## config.mk

```make
export PLATFORM = sky130hd
export DESIGN_NAME = circular_deque_flat
export DESIGN_NICKNAME = d
export VERILOG_FILES = /design/src/cdq_pkg.sv /design/src/cdq_if.sv /design/src/cdq_ram.sv /design/src/cdq_ctrl.sv /design/src/circular_deque.sv /design/src/flat_wrapper.sv
export SDC_FILE = /design/constraint.sdc
export NUM_CORES = 1
export LEC_CHECK = 0
export BUFFER_PORTS_ARGS = -buffer_cell sky130_fd_sc_hd__buf_2
export CORE_MARGIN = 10
export CORE_UTILIZATION = 55
export CTS_CLUSTER_SIZE = 30
export DETAILED_ROUTE_END_ITERATION = 8
export PLACE_DENSITY = 0.72
export RECOVER_POWER = 25
export SLEW_MARGIN = 10
export SYNTH_ARGS = -nofsm -noshare
export SYNTH_HDL_FRONTEND = slang
export SYNTH_HIERARCHICAL = 1
export SYNTH_SLANG_ARGS = --single-unit
```

## constraint.sdc

```tcl
create_clock -name i_clk -period 14.87 [get_ports i_clk]
set_input_delay 0.7435 -clock i_clk [delete_from_list [all_inputs] [get_ports i_clk]]
set_output_delay 0.7435 -clock i_clk [all_outputs]
set_load 0.1 [all_outputs]
```

## src/cdq_pkg.sv

```systemverilog
`timescale 1ns / 1ps
// ----------------------------------------------------------------------------
// cdq_pkg: shared types and constants of the circular deque
// Opcodes, sequencer states, beat payload types and fixed field widths.
// ----------------------------------------------------------------------------
package cdq_pkg;

    // Fixed field widths.
    localparam int DATA_W = 32;
    localparam int OP_W   = 3;
    localparam int CFG_W  = 5;

    // Default ring depth and reset value of the capacity register.
    localparam int              CAPACITY_DEF = 16;
    localparam logic [CFG_W-1:0] CAP_RESET   = 5'd16;

    // Operation codes; the remaining codes act as a refused query.
    typedef enum logic [OP_W-1:0] {
        OP_PUSH_FRONT = 3'd0,
        OP_PUSH_BACK  = 3'd1,
        OP_POP_FRONT  = 3'd2,
        OP_POP_BACK   = 3'd3,
        OP_QUERY      = 3'd4
    } t_op;

    // Sequencer states.
    typedef enum logic [1:0] {
        ST_IDLE,
        ST_READ,
        ST_RESP
    } t_state;

    // Command beat.
    typedef struct packed {
        logic [OP_W-1:0]          op;
        logic signed [DATA_W-1:0] value;
    } t_cmd;

    // Response beat.
    typedef struct packed {
        logic                     accepted;
        logic signed [DATA_W-1:0] front_value;
        logic signed [DATA_W-1:0] rear_value;
        logic                     is_empty;
        logic                     is_full;
    } t_rsp;

endpackage

```

## src/cdq_if.sv

```systemverilog
`timescale 1ns / 1ps
// ----------------------------------------------------------------------------
// cdq_if: valid/ready channels of the circular deque
// Command, response and capacity configuration channels.
// ----------------------------------------------------------------------------

// Command channel.
interface cdq_cmd_if;
    logic          valid;
    logic          ready;
    cdq_pkg::t_cmd payload;
    modport source (output valid, output payload, input ready);
    modport sink   (input valid, input payload, output ready);
endinterface

// Response channel.
interface cdq_rsp_if;
    logic          valid;
    logic          ready;
    cdq_pkg::t_rsp payload;
    modport source (output valid, output payload, input ready);
    modport sink   (input valid, input payload, output ready);
endinterface

// Capacity register write channel.
interface cdq_cfg_if;
    logic                        valid;
    logic                        ready;
    logic [cdq_pkg::CFG_W-1:0]   payload;
    modport source (output valid, output payload, input ready);
    modport sink   (input valid, input payload, output ready);
endinterface

```

## src/cdq_ram.sv

```systemverilog
`timescale 1ns / 1ps
// ----------------------------------------------------------------------------
// cdq_ram: ring entry storage
// One write port and two read ports, read data registered.
// ----------------------------------------------------------------------------
module cdq_ram #(
    parameter int DEPTH = cdq_pkg::CAPACITY_DEF,
    parameter int AW    = (DEPTH > 1) ? $clog2(DEPTH) : 1
) (
    input  logic                        i_clk,
    input  logic                        i_wr_en,
    input  logic [AW-1:0]               i_wr_addr,
    input  logic [cdq_pkg::DATA_W-1:0]  i_wr_data,
    input  logic                        i_rd_en,
    input  logic [AW-1:0]               i_rd_addr_a,
    input  logic [AW-1:0]               i_rd_addr_b,
    output logic [cdq_pkg::DATA_W-1:0]  o_rd_data_a,
    output logic [cdq_pkg::DATA_W-1:0]  o_rd_data_b
);
    import cdq_pkg::*;

    logic [DATA_W-1:0] r_mem [0:DEPTH-1];
    logic [DATA_W-1:0] r_rd_a;
    logic [DATA_W-1:0] r_rd_b;

    // Write port.
    always_ff @(posedge i_clk) begin
        if (i_wr_en) begin
            r_mem[i_wr_addr] <= i_wr_data;
        end
    end

    // Two registered read ports.
    always_ff @(posedge i_clk) begin
        if (i_rd_en) begin
            r_rd_a <= r_mem[i_rd_addr_a];
            r_rd_b <= r_mem[i_rd_addr_b];
        end
    end

    assign o_rd_data_a = r_rd_a;
    assign o_rd_data_b = r_rd_b;

endmodule

```

## src/cdq_ctrl.sv

```systemverilog
`timescale 1ns / 1ps
// ----------------------------------------------------------------------------
// cdq_ctrl: head/count sequencer of the circular deque
// Applies one operation, writes the ring, then reads front and rear entries.
// ----------------------------------------------------------------------------
module cdq_ctrl #(
    parameter int CAPACITY = cdq_pkg::CAPACITY_DEF,
    parameter int AW       = (CAPACITY > 1) ? $clog2(CAPACITY) : 1
) (
    input  logic                        i_clk,
    input  logic                        i_rst_n,
    cdq_cmd_if.sink                     i_cmd,
    cdq_rsp_if.source                   o_rsp,
    cdq_cfg_if.sink                     i_cfg,
    output logic                        o_wr_en,
    output logic [AW-1:0]               o_wr_addr,
    output logic [cdq_pkg::DATA_W-1:0]  o_wr_data,
    output logic                        o_rd_en,
    output logic [AW-1:0]               o_rd_addr_a,
    output logic [AW-1:0]               o_rd_addr_b,
    input  logic [cdq_pkg::DATA_W-1:0]  i_rd_data_a,
    input  logic [cdq_pkg::DATA_W-1:0]  i_rd_data_b
);
    import cdq_pkg::*;

    localparam int CW    = $clog2(CAPACITY + 1);
    localparam int SW    = CW + 1;
    localparam int CMP_W = (CW > CFG_W) ? CW : CFG_W;

    t_state            r_state, n_state;
    logic [AW-1:0]     r_head, n_head;
    logic [CW-1:0]     r_count, n_count;
    logic [CFG_W-1:0]  r_cap_raw;
    logic              r_acc, n_acc;
    logic              r_empty, r_full;

    logic [CMP_W-1:0]  cap_cmp;
    logic [CW-1:0]     cap;
    logic              cur_empty, cur_full;
    logic              cmd_fire, cfg_fire;
    logic [SW-1:0]     back_sum, next_sum, rear_sum;
    logic [AW-1:0]     back_idx, next_idx, rear_idx;

    // Effective capacity: zero reads as one, large values saturate.
    always_comb begin
        cap_cmp = CMP_W'(r_cap_raw);
        if (r_cap_raw == '0) begin
            cap_cmp = CMP_W'(1);
        end else if (cap_cmp > CMP_W'(CAPACITY)) begin
            cap_cmp = CMP_W'(CAPACITY);
        end
        cap = CW'(cap_cmp);
    end

    assign cur_empty = (r_count == '0);
    assign cur_full  = (r_count >= cap);
    assign cmd_fire  = i_cmd.valid & i_cmd.ready;
    assign cfg_fire  = i_cfg.valid & i_cfg.ready;

    // Index arithmetic with wrap by compare and subtract.
    always_comb begin
        back_sum = SW'(r_head) + SW'(r_count);
        if (back_sum >= SW'(cap)) begin
            back_sum = back_sum - SW'(cap);
        end
        back_idx = AW'(back_sum);

        next_sum = SW'(r_head) + SW'(1);
        if (next_sum >= SW'(cap)) begin
            next_sum = next_sum - SW'(cap);
        end
        next_idx = AW'(next_sum);

        rear_sum = SW'(r_head) + SW'(r_count) - SW'(1);
        if (rear_sum >= SW'(cap)) begin
            rear_sum = rear_sum - SW'(cap);
        end
        rear_idx = AW'(rear_sum);
    end

    // Next state and operation decode.
    always_comb begin
        n_state   = r_state;
        n_head    = r_head;
        n_count   = r_count;
        n_acc     = r_acc;
        o_wr_en   = 1'b0;
        o_wr_addr = back_idx;
        o_wr_data = i_cmd.payload.value;
        o_rd_en   = 1'b0;
        unique case (r_state)
            ST_IDLE: begin
                if (cmd_fire) begin
                    n_state = ST_READ;
                    n_acc   = 1'b0;
                    unique case (i_cmd.payload.op)
                        OP_PUSH_FRONT: begin
                            if (!cur_full) begin
                                n_head    = (r_head == '0) ? AW'(cap - CW'(1))
                                                           : r_head - AW'(1);
                                n_count   = r_count + CW'(1);
                                o_wr_en   = 1'b1;
                                o_wr_addr = n_head;
                                n_acc     = 1'b1;
                            end
                        end
                        OP_PUSH_BACK: begin
                            if (!cur_full) begin
                                n_count   = r_count + CW'(1);
                                o_wr_en   = 1'b1;
                                o_wr_addr = back_idx;
                                n_acc     = 1'b1;
                            end
                        end
                        OP_POP_FRONT: begin
                            if (!cur_empty) begin
                                n_count = r_count - CW'(1);
                                n_head  = next_idx;
                                n_acc   = 1'b1;
                            end
                        end
                        OP_POP_BACK: begin
                            if (!cur_empty) begin
                                n_count = r_count - CW'(1);
                                n_acc   = 1'b1;
                            end
                        end
                        OP_QUERY: begin
                            n_acc = 1'b1;
                        end
                        default: begin
                            n_acc = 1'b0;
                        end
                    endcase
                end
            end
            ST_READ: begin
                o_rd_en = 1'b1;
                n_state = ST_RESP;
            end
            ST_RESP: begin
                if (o_rsp.ready) begin
                    n_state = ST_IDLE;
                end
            end
            default: begin
                n_state = ST_IDLE;
            end
        endcase
    end

    // Control registers; a capacity write also empties the deque.
    always_ff @(posedge i_clk) begin
        if (!i_rst_n) begin
            r_state   <= ST_IDLE;
            r_head    <= '0;
            r_count   <= '0;
            r_cap_raw <= CAP_RESET;
            r_acc     <= 1'b0;
            r_empty   <= 1'b1;
            r_full    <= 1'b0;
        end else if (cfg_fire) begin
            r_cap_raw <= i_cfg.payload;
            r_head    <= '0;
            r_count   <= '0;
        end else begin
            r_state <= n_state;
            r_head  <= n_head;
            r_count <= n_count;
            r_acc   <= n_acc;
            if (cmd_fire) begin
                r_empty <= (n_count == '0);
                r_full  <= (n_count >= cap);
            end
        end
    end

    // Ring reads of the front and rear entries after the operation.
    assign o_rd_addr_a = r_head;
    assign o_rd_addr_b = rear_idx;

    // Handshakes and response beat; a pending capacity write goes first.
    assign i_cmd.ready = (r_state == ST_IDLE) && !i_cfg.valid;
    assign i_cfg.ready = (r_state == ST_IDLE);
    assign o_rsp.valid = (r_state == ST_RESP);

    always_comb begin
        o_rsp.payload.accepted    = r_acc;
        o_rsp.payload.front_value = r_empty ? '1 : i_rd_data_a;
        o_rsp.payload.rear_value  = r_empty ? '1 : i_rd_data_b;
        o_rsp.payload.is_empty    = r_empty;
        o_rsp.payload.is_full     = r_full;
    end

    // The count never exceeds the effective capacity.
    a_count_in_range: assert property (@(posedge i_clk) disable iff (!i_rst_n)
        r_count <= cap)
        else $error("entry count above capacity");

    // The head always points inside the ring in use.
    a_head_in_range: assert property (@(posedge i_clk) disable iff (!i_rst_n)
        (SW'(r_head) < SW'(cap)))
        else $error("head index outside ring");

    // The ring is written only on an accepted command beat.
    a_write_on_accept: assert property (@(posedge i_clk) disable iff (!i_rst_n)
        o_wr_en |-> cmd_fire)
        else $error("ring write without a command beat");

    // An accepted command is followed by the read cycle.
    a_read_follows: assert property (@(posedge i_clk) disable iff (!i_rst_n)
        (cmd_fire && !cfg_fire) |=> (r_state == ST_READ))
        else $error("missing read cycle after command");

endmodule

```

## src/circular_deque.sv

```systemverilog
`timescale 1ns / 1ps
// ----------------------------------------------------------------------------
// circular_deque: double-ended queue in a ring memory
// Flow: a command beat moves the sequencer to ST_READ, where the ring is read,
// then to ST_RESP, where the response beat is valid; a new command is taken
// only back in ST_IDLE, after the response beat has been taken.
// Reset: head and count go to zero, the capacity register to 16; the ring
// contents are not cleared.
// ----------------------------------------------------------------------------
module circular_deque #(
    parameter int CAPACITY = cdq_pkg::CAPACITY_DEF
) (
    input  logic        i_clk,
    input  logic        i_rst_n,
    cdq_cmd_if.sink     i_cmd,
    cdq_rsp_if.source   o_rsp,
    cdq_cfg_if.sink     i_cfg
);
    import cdq_pkg::*;

    localparam int AW = (CAPACITY > 1) ? $clog2(CAPACITY) : 1;

    logic              wr_en;
    logic [AW-1:0]     wr_addr;
    logic [DATA_W-1:0] wr_data;
    logic              rd_en;
    logic [AW-1:0]     rd_addr_a;
    logic [AW-1:0]     rd_addr_b;
    logic [DATA_W-1:0] rd_data_a;
    logic [DATA_W-1:0] rd_data_b;

    // Sequencer and index arithmetic.
    cdq_ctrl #(
        .CAPACITY (CAPACITY),
        .AW       (AW)
    ) u_ctrl (
        .i_clk       (i_clk),
        .i_rst_n     (i_rst_n),
        .i_cmd       (i_cmd),
        .o_rsp       (o_rsp),
        .i_cfg       (i_cfg),
        .o_wr_en     (wr_en),
        .o_wr_addr   (wr_addr),
        .o_wr_data   (wr_data),
        .o_rd_en     (rd_en),
        .o_rd_addr_a (rd_addr_a),
        .o_rd_addr_b (rd_addr_b),
        .i_rd_data_a (rd_data_a),
        .i_rd_data_b (rd_data_b)
    );

    // Ring entry storage.
    cdq_ram #(
        .DEPTH (CAPACITY),
        .AW    (AW)
    ) u_ram (
        .i_clk       (i_clk),
        .i_wr_en     (wr_en),
        .i_wr_addr   (wr_addr),
        .i_wr_data   (wr_data),
        .i_rd_en     (rd_en),
        .i_rd_addr_a (rd_addr_a),
        .i_rd_addr_b (rd_addr_b),
        .o_rd_data_a (rd_data_a),
        .o_rd_data_b (rd_data_b)
    );

endmodule

```

## src/flat_wrapper.sv

```systemverilog
// flat-port wrapper written by rule: the top's interface ports become plain ports
module circular_deque_flat import cdq_pkg::*;
#(
    parameter int CAPACITY = cdq_pkg::CAPACITY_DEF
)
  (i_clk, i_rst_n, i_cmd_valid, i_cmd_payload, i_cmd_ready, o_rsp_valid, o_rsp_payload, o_rsp_ready, i_cfg_valid, i_cfg_payload, i_cfg_ready);
  cdq_cmd_if i_cmd_i ();
  cdq_rsp_if o_rsp_i ();
  cdq_cfg_if i_cfg_i ();
  input  logic i_clk;
  input  logic i_rst_n;
  input wire logic [$bits(i_cmd_i.valid)-1:0] i_cmd_valid;
  input wire logic [$bits(i_cmd_i.payload)-1:0] i_cmd_payload;
  output wire logic [$bits(i_cmd_i.ready)-1:0] i_cmd_ready;
  output wire logic [$bits(o_rsp_i.valid)-1:0] o_rsp_valid;
  output wire logic [$bits(o_rsp_i.payload)-1:0] o_rsp_payload;
  input wire logic [$bits(o_rsp_i.ready)-1:0] o_rsp_ready;
  input wire logic [$bits(i_cfg_i.valid)-1:0] i_cfg_valid;
  input wire logic [$bits(i_cfg_i.payload)-1:0] i_cfg_payload;
  output wire logic [$bits(i_cfg_i.ready)-1:0] i_cfg_ready;
  assign i_cmd_i.valid = i_cmd_valid;
  assign i_cmd_i.payload = i_cmd_payload;
  assign i_cmd_ready = i_cmd_i.ready;
  assign o_rsp_valid = o_rsp_i.valid;
  assign o_rsp_payload = o_rsp_i.payload;
  assign o_rsp_i.ready = o_rsp_ready;
  assign i_cfg_i.valid = i_cfg_valid;
  assign i_cfg_i.payload = i_cfg_payload;
  assign i_cfg_ready = i_cfg_i.ready;
  circular_deque #(.CAPACITY(CAPACITY)) u_core (.i_clk(i_clk), .i_rst_n(i_rst_n), .i_cmd(i_cmd_i), .o_rsp(o_rsp_i), .i_cfg(i_cfg_i));
endmodule
```

# Yosys cells after proc, flatten, opt, wreduce, memory -nomap -nowiden
# Memory sizes are Yosys's and may differ from the RTL's. A register that Yosys moved wholly into a read port is not among the register bits.
# Index checks and enable logic that the tools add are counted.
dict set report totals {
  register_bits 19
  mem_bits_rw 512
  in_bits 45
  output_inout_bits 70
  wordCells 86
  memories 1
}
dict set report classes {
  addsub 10
  n_lt_le_gt_ge 6
  eq_ne 10
  mux 32
  bitwise_logic 4
  n_reduce_logical 16
}
# memory depth width rd rd_ports_with_merged_regs write_ports line_no
set memory_table {}
lappend memory_table {u_core.u_ram.r_mem 16 32 2 2 1 cdq_ram.sv:22} ;# logic [DATA_W-1:0] r_mem [0:DEPTH-1];
# cell n
set op_table {}
lappend op_table {{$mux W32} 2}
lappend op_table {{$mux W4} 10}
lappend op_table {{$mux W5} 6}
lappend op_table {{$ge A5 B5 Y1} 3}
lappend op_table {{$logic_not A5 Y1} 3}
lappend op_table {{$ge A6 B5 Y1} 2}
lappend op_table {{$sub A4 B4 Y4} 3}
lappend op_table {{$pmux W5 S2} 1}
lappend op_table {{$mux W1} 8}
lappend op_table {{$pmux W4 S2} 1}
lappend op_table {{$sub A4 B1 Y4 const B} 2}
lappend op_table {{$add A4 B5 Y6} 1}
lappend op_table {{$eq A3 B2 Y1 const B} 2}
lappend op_table {{$pmux W2 S3} 1}
lappend op_table {{$reduce_and A3 Y1} 2}
lappend op_table {{$reduce_or A2 Y1} 3}
lappend op_table {{$sub A6 B1 Y6 const B} 1}
lappend op_table {{$add A4 B1 Y5 const B} 1}
lappend op_table {{$add A5 B1 Y5 const B} 1}
lappend op_table {{$gt A5 B5 Y1 const B} 1}
lappend op_table {{$reduce_and A5 Y1} 1}
lappend op_table {{$sub A5 B1 Y5 const B} 1}
lappend op_table {{$logic_not A4 Y1} 1}
lappend op_table {{$mux W2} 2}
lappend op_table {{15 further kinds} 19}

# Logic depth before layout (Yosys ltp)
# Gate-level depths: netlist of run 1.
dict set report logic_depth {
  depth_word 10
  depth_mapped 16
  mapped_depth_nobuf 16
}

# Hierarchy
# The synthesis of run 1 kept the hierarchy.
# module n_inst cells_per_inst area_per_inst_um2 seq_area_each_um2
set by_module_without_submodules {}
lappend by_module_without_submodules {cdq_ram 1 1141 24828.8 17296.6}
lappend by_module_without_submodules {cdq_ctrl 1 383 3055.4 380.4}

# Worst setup path before layout of run 1
# Ideal clock, no wire load.
dict set report synth_path {
  kind {input -> register}
  startpoint {input i_cfg_valid}
  endpoint {memory u_core.u_ram.r_mem[0][0], enable pin}
  setup_ns 0.461
  arrival_time_ns 5.479
  t_required_ns 14.409
  slack_ns 8.930
  path_stages 7
  path_buffers 0
  cell_sequence {nor3_2 nand2_1 nor2_1 nand3_1 mux2i_1 or3b_2 nor3_1}
}
dict set report synth_between {
  elab_cells_between_ends 9
  classes_between {mux: 6; bitwise: 1; reduce/logical: 2}
}
# element line_no
set synth_rtl {}
lappend synth_rtl {{start, declared} flat_wrapper.sv:18} ;# input wire logic [$bits(i_cfg_i.valid)-1:0] i_cfg_valid;
lappend synth_rtl {{$logic_not A1 Y1} cdq_ctrl.sv:183} ;# assign i_cmd.ready = (r_state == ST_IDLE) && !i_cfg.valid;
lappend synth_rtl {{$logic_and A1 B1 Y1} cdq_ctrl.sv:183}
lappend synth_rtl {{$and A1 B1 Y1} cdq_ctrl.sv:57} ;# assign cmd_fire = i_cmd.valid & i_cmd.ready;
lappend synth_rtl {{$mux W4} cdq_ctrl.sv:93} ;# if (cmd_fire) begin
lappend synth_rtl {{$mux W4} cdq_ctrl.sv:91} ;# unique case (r_state)
lappend synth_rtl {{net u_core.wr_addr[2]} circular_deque.sv:24} ;# logic [AW-1:0] wr_addr;
lappend synth_rtl {{end, declared} cdq_ram.sv:22}
# The timed path passes the listed nets, and every way through them passes these cells.

# Final worst setup path of run 1
dict set report layout_path {
  startpoint {register u_core.u_ctrl.r_head[0], in the netlist u_core/u_ctrl/o_rd_addr_a[0]}
  endpoint {register u_core.u_ram.r_rd_b[11], in the netlist u_core/u_ram/o_rd_data_b[11] (read register of u_core.u_ram.r_mem), data pin}
}
dict set report layout_between {
  elab_chain_cells 4
  elab_cells_between_ends 5
  classes_between {add/sub: 3; order compare: 1; mux: 1}
}
# element line_no
set layout_rtl {}
lappend layout_rtl {{start, declared} cdq_ctrl.sv:31} ;# logic [AW-1:0] r_head, n_head;
lappend layout_rtl {{start signal, assigned} cdq_ctrl.sv:168} ;# r_head <= n_head;
lappend layout_rtl {{$add A4 B5 Y6 *} cdq_ctrl.sv:74} ;# rear_sum = SW'(r_head) + SW'(r_count) - SW'(1);
lappend layout_rtl {{$sub A6 B1 Y6 *} cdq_ctrl.sv:74}
lappend layout_rtl {{$ge A6 B5 Y1 / $sub A4 B4 Y4 (equally long branches)} {cdq_ctrl.sv:75, cdq_ctrl.sv:76}}
lappend layout_rtl {{$mux W4 *} cdq_ctrl.sv:75} ;# if (rear_sum >= SW'(cap)) begin
lappend layout_rtl {{net u_core.rd_addr_b[0]} circular_deque.sv:28} ;# logic [AW-1:0] rd_addr_b;
lappend layout_rtl {{end, declared} cdq_ram.sv:24} ;# logic [DATA_W-1:0] r_rd_b;
# The timed path passes the listed nets; every way through them passes the cells marked *.
# A chain may end at the register's enable or synchronous reset.

==> results of run 1 <==
-- cell type report --
class	instances	area, um^2
clock buffers	68	1510
clock inverters	41	454
fillers	3512	19200
inverters	18	67.6
multi-input cells	778	9610
flip-flops and latches	595	17700
well taps	672	841
repair buffers	144	791
-- cells in the mapped netlist (all sizes together), types with 3 or more instances --
cell,n
a21boi,3
fa,4
dfxtp,19
o31ai,3
or2,68
nor3,11
edfxtp,576
a211oi,5
nand2,79
buf,89
mux2i,14
xor2,9
a21o,6
nor2b,14
nor2,41
xnor2,7
ha,36
mux2,8
nand3,5
inv,17
nand2b,9
mux4,256
o21ai,13
o211ai,4
a21oi,15
clkbuf,44
nor3b,4
a22oi,129
-- state kept, by name, indices dropped and copies added, names as in the netlist --
name,count
u_core/u_ctrl/r_count,5
u_core/u_ram/o_rd_data_b,32
u_core/u_ctrl/r_acc,1
u_core/u_ctrl/r_state,2
u_core/u_ctrl/r_cap_raw,5
u_core/u_ctrl/r_empty,1
u_core/u_ctrl/r_full,1
u_core/u_ram/r_mem,512
u_core/u_ctrl/o_rd_addr_a,4
u_core/u_ram/o_rd_data_a,32
-- routing by layer --
layer  track usage, %  vias up
li1                 -     6457
met1             30.1     8122
met2             37.7      785
met3             5.09      112
met4             6.39        4
met5                0        -
-- worst max-delay path, stage by stage (launching register included) --
cell	delay (ns)
dfxtp_4	0.52
ha_1	0.31
fa_1	0.61
inv_1	0.07
ha_1	0.28
inv_1	0.08
fa_1	0.44
a21oi_1	0.16
nor2b_1	0.06
o211ai_1	0.15
nand3_1	0.27
mux2i_4	0.74
buf_12	0.78
mux4_2	0.62
a22oi_1	0.26
nand2_1	0.11
-- cells by family (layout without fill, tap and decap cells) --
| group | after synthesis | in the layout | share of synthesized area, % |
|---|---|---|---|
| muxes | 278 | 278 | 21.5 |
| buffers and inverters | 151 | 271 | 2.85 |
| xor gates and xnor gates | 16 | 16 | 0.530 |
| AOI/OAI and AO/OA | 196 | 196 | 5.21 |
| DFF | 595 | 595 | 63.4 |
| adders and majority gates | 40 | 40 | 1.90 |
| and+or+nand+nor | 248 | 248 | 4.60 |
-- worst max path at each step --
stage,startpoint,to,slack (ns),cells after the start
4_1_cts,u_core/u_ctrl/o_rd_addr_a[0]$_SDFFE_PP0P_,u_core/u_ram/o_rd_data_b[11]$_DFFE_PP_,8.90,15
5_1_grt,u_core/u_ctrl/o_rd_addr_a[0]$_SDFFE_PP0P_,u_core/u_ram/o_rd_data_b[16]$_DFFE_PP_,8.55,14
2_1_floorplan,i_cfg_valid,u_core/u_ram/r_mem[0][0]$_DFFE_PP_,8.93,7
3_3_place_gp,u_core/u_ctrl/o_rd_addr_a[0]$_SDFFE_PP0P_,u_core/u_ram/o_rd_data_b[30]$_DFFE_PP_,9.09,15
6_report,u_core/u_ctrl/o_rd_addr_a[0]$_SDFFE_PP0P_,u_core/u_ram/o_rd_data_b[11]$_DFFE_PP_,9.02,15
3_5_place_dp,u_core/u_ctrl/o_rd_addr_a[0]$_SDFFE_PP0P_,u_core/u_ram/o_rd_data_b[16]$_DFFE_PP_,8.97,15
-- through the flow --
step	worst slack [ns]	util [%]	area [um^2]
global placement	9.09	57.8	29000
CTS	8.90	61.8	31000
finish	9.02	61.7	31000
detailed placement	8.97	57.8	29000
floorplan	8.93	-	27900
global route	8.55	61.7	31000
-- power breakdown --
group	total, W	leakage, nW	internal (W)	switching, W
sequential	0.00186	5.34	0.00185	0.00000612
combinational	0.000300	3.62	0.000102	0.000198
clock	0.00152	0.968	0.000897	0.000620
==> flow_summary.toml, run 1 <==
[critical_path]
r2r_start = "u_core/u_ctrl/o_rd_addr_a[0]$_SDFFE_PP0P_"
crit_fanout = 116
reg2reg_slack_ns = 9.02
worstPathArrival_ns = 6.21
worstPathRequired_ns = 15.23
cp-start-kind = "flip-flop"
reg2reg_to = "u_core/u_ram/o_rd_data_b[11]$_DFFE_PP_"
path_class = "flip-flop to flip-flop"
r2r_cells = 15
critPathCaptureType = "flip-flop"

[global_routing]
grt_usage_pct = 22.8
grt-ovfl-total = 0
grt_start_max_net_pins = 117
grt_pass1_vias = 16200
antenna_found_initial = 2
grt_pass1_wl_um = 102000

[worst_hold_path]
hp-class = "input pin to flip-flop"
min_to = "u_core/u_ctrl/r_cap_raw[4]$_SDFFE_PN1P_"
hold_depth = 2
holdCritStartpoint = "i_rst_n"

[power]
p_leak_nw = 9.93
p_total_w = 0.00368
power_density_nw_per_um2 = 119
ir_drop_mv = 0.103

[logic_synthesis]
synth_nets = 1609
synthDistinctLibCells = 66
synth_area_leader_cell = "edfxtp_1"
yosysWarnings = 6
synth_area_um2 = 27900
synth_area_leaders = "edfxtp_1 (62%), mux4_2 (21%), a22oi_1 (3.5%)"
ys_seq_elements = 595
ys_async_sr_fraction_pct = 0
synth_edf_count = 576
synth_cells = 1524
synth_top_area_share_pct = 62.0
synth.avg_cell_area_um2 = 18.3
synth_ff_type = "edfxtp_1"
ys_seq_area_share_pct = 63.4

[clock_tree]
clk_transition_reported_paths_ns = 0.06
cts_buffers = 58
clockBufferDepth = 3
ctsHoldBuffers = 0
clk_latency_ns = 0.62
cts-root-buf = "clkbuf_16"
cts_max_level = 2
clock_sinks = 595
cts_setup_buffers = 0
cts_tree = "done"
ctsResizeCount = 0

[sta]
rsz0062_at_grt = "no"
fin_crit_sh_pct = 39.4
period_minus_slack_ns = 5.85
finalHoldViolations = 0
max_freq_ghz = 0.171
maxSlewViolCount = 0
tightestPinTransition_ns = 1.18
fin_worst_skew_ns = 0.0194
relSlewSlack_pct = 21.3
setup_violations = 0
hold-worst-slack_ns = 0.320
fin_setup_tns_ns = 0

[route]
route.detailed.drc = 0
met1_length_um = 26000
wl_per_cell_um = 29.4
ant_nets = 0
drtIter0Drc = 1796
drt-total-wl_um = 68200
viasPerCell = 6.68
top_layer_used = "met5"
dr.pass1.iters = 5
num_vias = 15500
wl_met3_um = 6610
met2_length_um = 34000

[floorplanning]
fp-row-count = 82
initial_core_util_pct = 55.6
ios = 115
dieArea_um2 = 60100
die_w_um = 245
die_h_um = 245
core_area_um2 = 50200

[place]
place_congestion = 0.817
dp.cells = 2207
io_buffers = 114
dp_hpwl_um = 36900

[finish]
final_common_cell = "edfxtp_1"
final_cells = 2316
syn_to_final_growth_pct = 11.0
drive_gt1_share_pct = 35.2
layout_common_cells = "edfxtp_1 (576), mux4_2 (256), a22oi_1 (129)"
num_antenna_cells = 0
layout.nets = 1680

[run]
maxCapViolCount = 0

[run_status]
outcome = "completed"
Note: power is estimated with default switching activity, not from simulation.
==> run 2, diff against run 1 <==
Settings changed: PLACE_DENSITY 0.72 to 0.75.
Clock period 14.87 ns to 4.8 ns, I/O delays scaled along.
==> run 2 against run 1 <==
  * Wire length grew 5.1%
  * Via count grew 5.2%
  * Critical path depth grew 1
  * Largest cell class unchanged
  * Critical path type unchanged
==> flow_summary.toml, run 2 (synthesis gave the netlist of run 1 again) <==
[run_status]
outcome = "completed"

[floorplanning]
ios = 115
initial_core_util_pct = 55.6
die_w_um = 245
fp-row-count = 82
dieArea_um2 = 60100
die_h_um = 245
core_area_um2 = 50200

[critical_path]
cp_slowest_cell = "fa_2"
crit_chain = "ha_1 -> fa_2 -> inv_1 -> ha_1 -> inv_1 -> fa_1 -> a21oi_1 -> nor2b_1 -> o211ai_1 -> nand3_2 -> mux2i_4 -> buf_4 -> clkbuf_16 -> mux4_2 -> a22oi_1 -> nand2_1"
path_class = "flip-flop to flip-flop"
worstPathArrival_ns = 4.96
crit_family = "adder cells"
crit_fanout = 30
critPathCaptureType = "flip-flop"
crit_buf_inv = 4
max_stage_delay_ns = 0.61
worstPathRequired_ns = 5.18
cp-start-kind = "flip-flop"

[finish]
final_cells = 2413
syn_to_final_growth_pct = 15.0
regMostFlops = "u_core/u_ram/r_mem"
drive_gt1_share_pct = 36.7
final_common_cell = "edfxtp_1"
layout.nets = 1774
nFillCells = 3388
largest_reg_flops = 512
layout_common_cells = "edfxtp_1 (576), mux4_2 (256), a22oi_1 (129)"

[clock_tree]
cts_tree = "done"
clockBufferDepth = 3
clock_sinks = 595
clk_transition_reported_paths_ns = 0.06
clk_latency_ns = 0.64
cts-root-buf = "clkbuf_16"
cts_max_level = 2
cts_buffers = 60

[power]
seqPwrFrac_pct = 50.2
power_density_nw_per_um2 = 358
ir_drop_mv = 0.298
p_leak_nw = 10.4
switchingPower_w = 0.00268
swShare_pct = 23.3
combPwrFrac_pct = 8.8
internal_power_w = 0.00880
clockPowerShare_pct = 40.9

[sta]
relSlewSlack_pct = 27.2
setup_ws_ns = 0.212
fin_worst_skew_ns = 0.0172
fin_crit_sh_pct = 95.6
maxSlewViolCount = 0
hold-worst-slack_ns = 0.0245
setup_violations = 0
tightestPinTransition_ns = 1.09
finalHoldViolations = 0
max_freq_ghz = 0.218
period_minus_slack_ns = 4.59

[route]
drt-total-wl_um = 71600
ant_nets = 0
route.detailed.drc = 0
drtIter0Drc = 1937
viasPerCell = 6.75
num_vias = 16300
dr.pass1.iters = 5
wl_per_cell_um = 29.7

[run]
maxCapViolCount = 0

[place]
place_congestion = 0.855
dp_hpwl_um = 41000
io_buffers = 114
dp_slack_ns = 0.142
dp.cells = 2252

[worst_hold_path]
hp-class = "input pin to flip-flop"

[global_routing]
antenna_found_initial = 1
grt_pass1_vias = 16600
grt_start_max_net_pins = 85
grt-ovfl-total = 0
grt_usage_pct = 23.8
grt_pass1_wl_um = 107000
-- run 2: cell types whose count changed in the layout (fill, tap and decap cells not counted), sizes merged --
cell / change
buf: +54
bufinv: -3
clkbuf: +3
clkinv: -1
clkinvlp: +3
diode: +1
dlygate4sd3: +39
inv: +1
-- run 2: repair_timing --
| item | CTS | global route |
|---|---|---|
| hold endpoints to repair | 520 | 0 |
| hold buffers | 39 | 0 |
| buffers inserted | 0 | 6 |
| setup endpoints to repair | 0 | 135 |
| gates resized for setup | 0 | 8 |
-- run 2: final timing paths --
path	start	end	slack, ns	depth (start not counted)
worst max-delay path	u_core/u_ctrl/r_count[0]$_SDFF_PP0_	u_core/u_ram/o_rd_data_b[21]$_DFFE_PP_	0.21	16
worst min-delay path	i_cmd_payload[32]	u_core/u_ctrl/r_acc$_SDFFE_PN0P_	0.02	4
worst max register to register	u_core/u_ctrl/r_count[0]$_SDFF_PP0_	u_core/u_ram/o_rd_data_b[21]$_DFFE_PP_	0.21	16
worst min register to register	u_core/u_ctrl/r_full$_SDFFE_PN0P_	u_core/u_ctrl/r_full$_SDFFE_PN0P_	0.49	2
-- run 2: layout make-up --
| class | instances | area [um^2] | area share (%) |
|---|---|---|---|
| sequential | 595 | 17700 | 55.2 |
| multi-input combinational | 778 | 9610 | 30.0 |
| timing repair buffer | 236 | 1880 | 5.86 |
| clock buffer | 72 | 1550 | 4.82 |
| tap | 672 | 841 | 2.62 |
| clock inverter | 41 | 430 | 1.34 |
| inverter | 18 | 67.6 | 0.211 |
| antenna | 1 | 2.50 | 0.00781 |
-- run 2: worst reg2reg max path, cell delays in order (launching register included) --
cell and delay [ns]:
dfxtp_1 0.36, ha_1 0.23, fa_2 0.61, inv_1 0.06, ha_1 0.27, inv_1 0.08, fa_1 0.44, a21oi_1 0.15
nor2b_1 0.06, o211ai_1 0.17, nand3_2 0.19, mux2i_4 0.34, buf_4 0.19, clkbuf_16 0.28, mux4_2 0.58, a22oi_1 0.24
nand2_1 0.09
-- run 2: stage by stage --
stage / utilization [%] / total power [W] / instance area [um^2] / setup TNS, ns
finish: 63.9 / 0.0115 / 32100 / 0
global route: 63.9 / 0.0118 / 32100 / -0.0250
CTS: 63.7 / 0.0115 / 32000 / 0
detailed placement: 59.0 / 0.00684 / 29600 / 0
global placement: 59.0 / 0.00682 / 29600 / 0
floorplan: - / 0.00660 / 27900 / -98.82
-- run 2: power groups by stage --
stage | clock [W] | combinational, W | sequential (W)
after CTS | 0.00477 | 0.000997 | 0.00577
after global placement | 0 | 0.000947 | 0.00587
final | 0.00470 | 0.00101 | 0.00577
after detailed placement | 0 | 0.000967 | 0.00588
after floorplan | 0 | 0.000737 | 0.00586
after global routing | 0.00498 | 0.00107 | 0.00577
-- run 2: routing by layer --
layer / up-vias / routed length [um] / track usage, %
li1: 6648 / - / -
met5: - / 0 / 0
met3: 143 / 6920 / 3.79
met2: 978 / 36000 / 39.7
met1: 8513 / 26500 / 31.6
met4: 0 / 2230 / 7.95
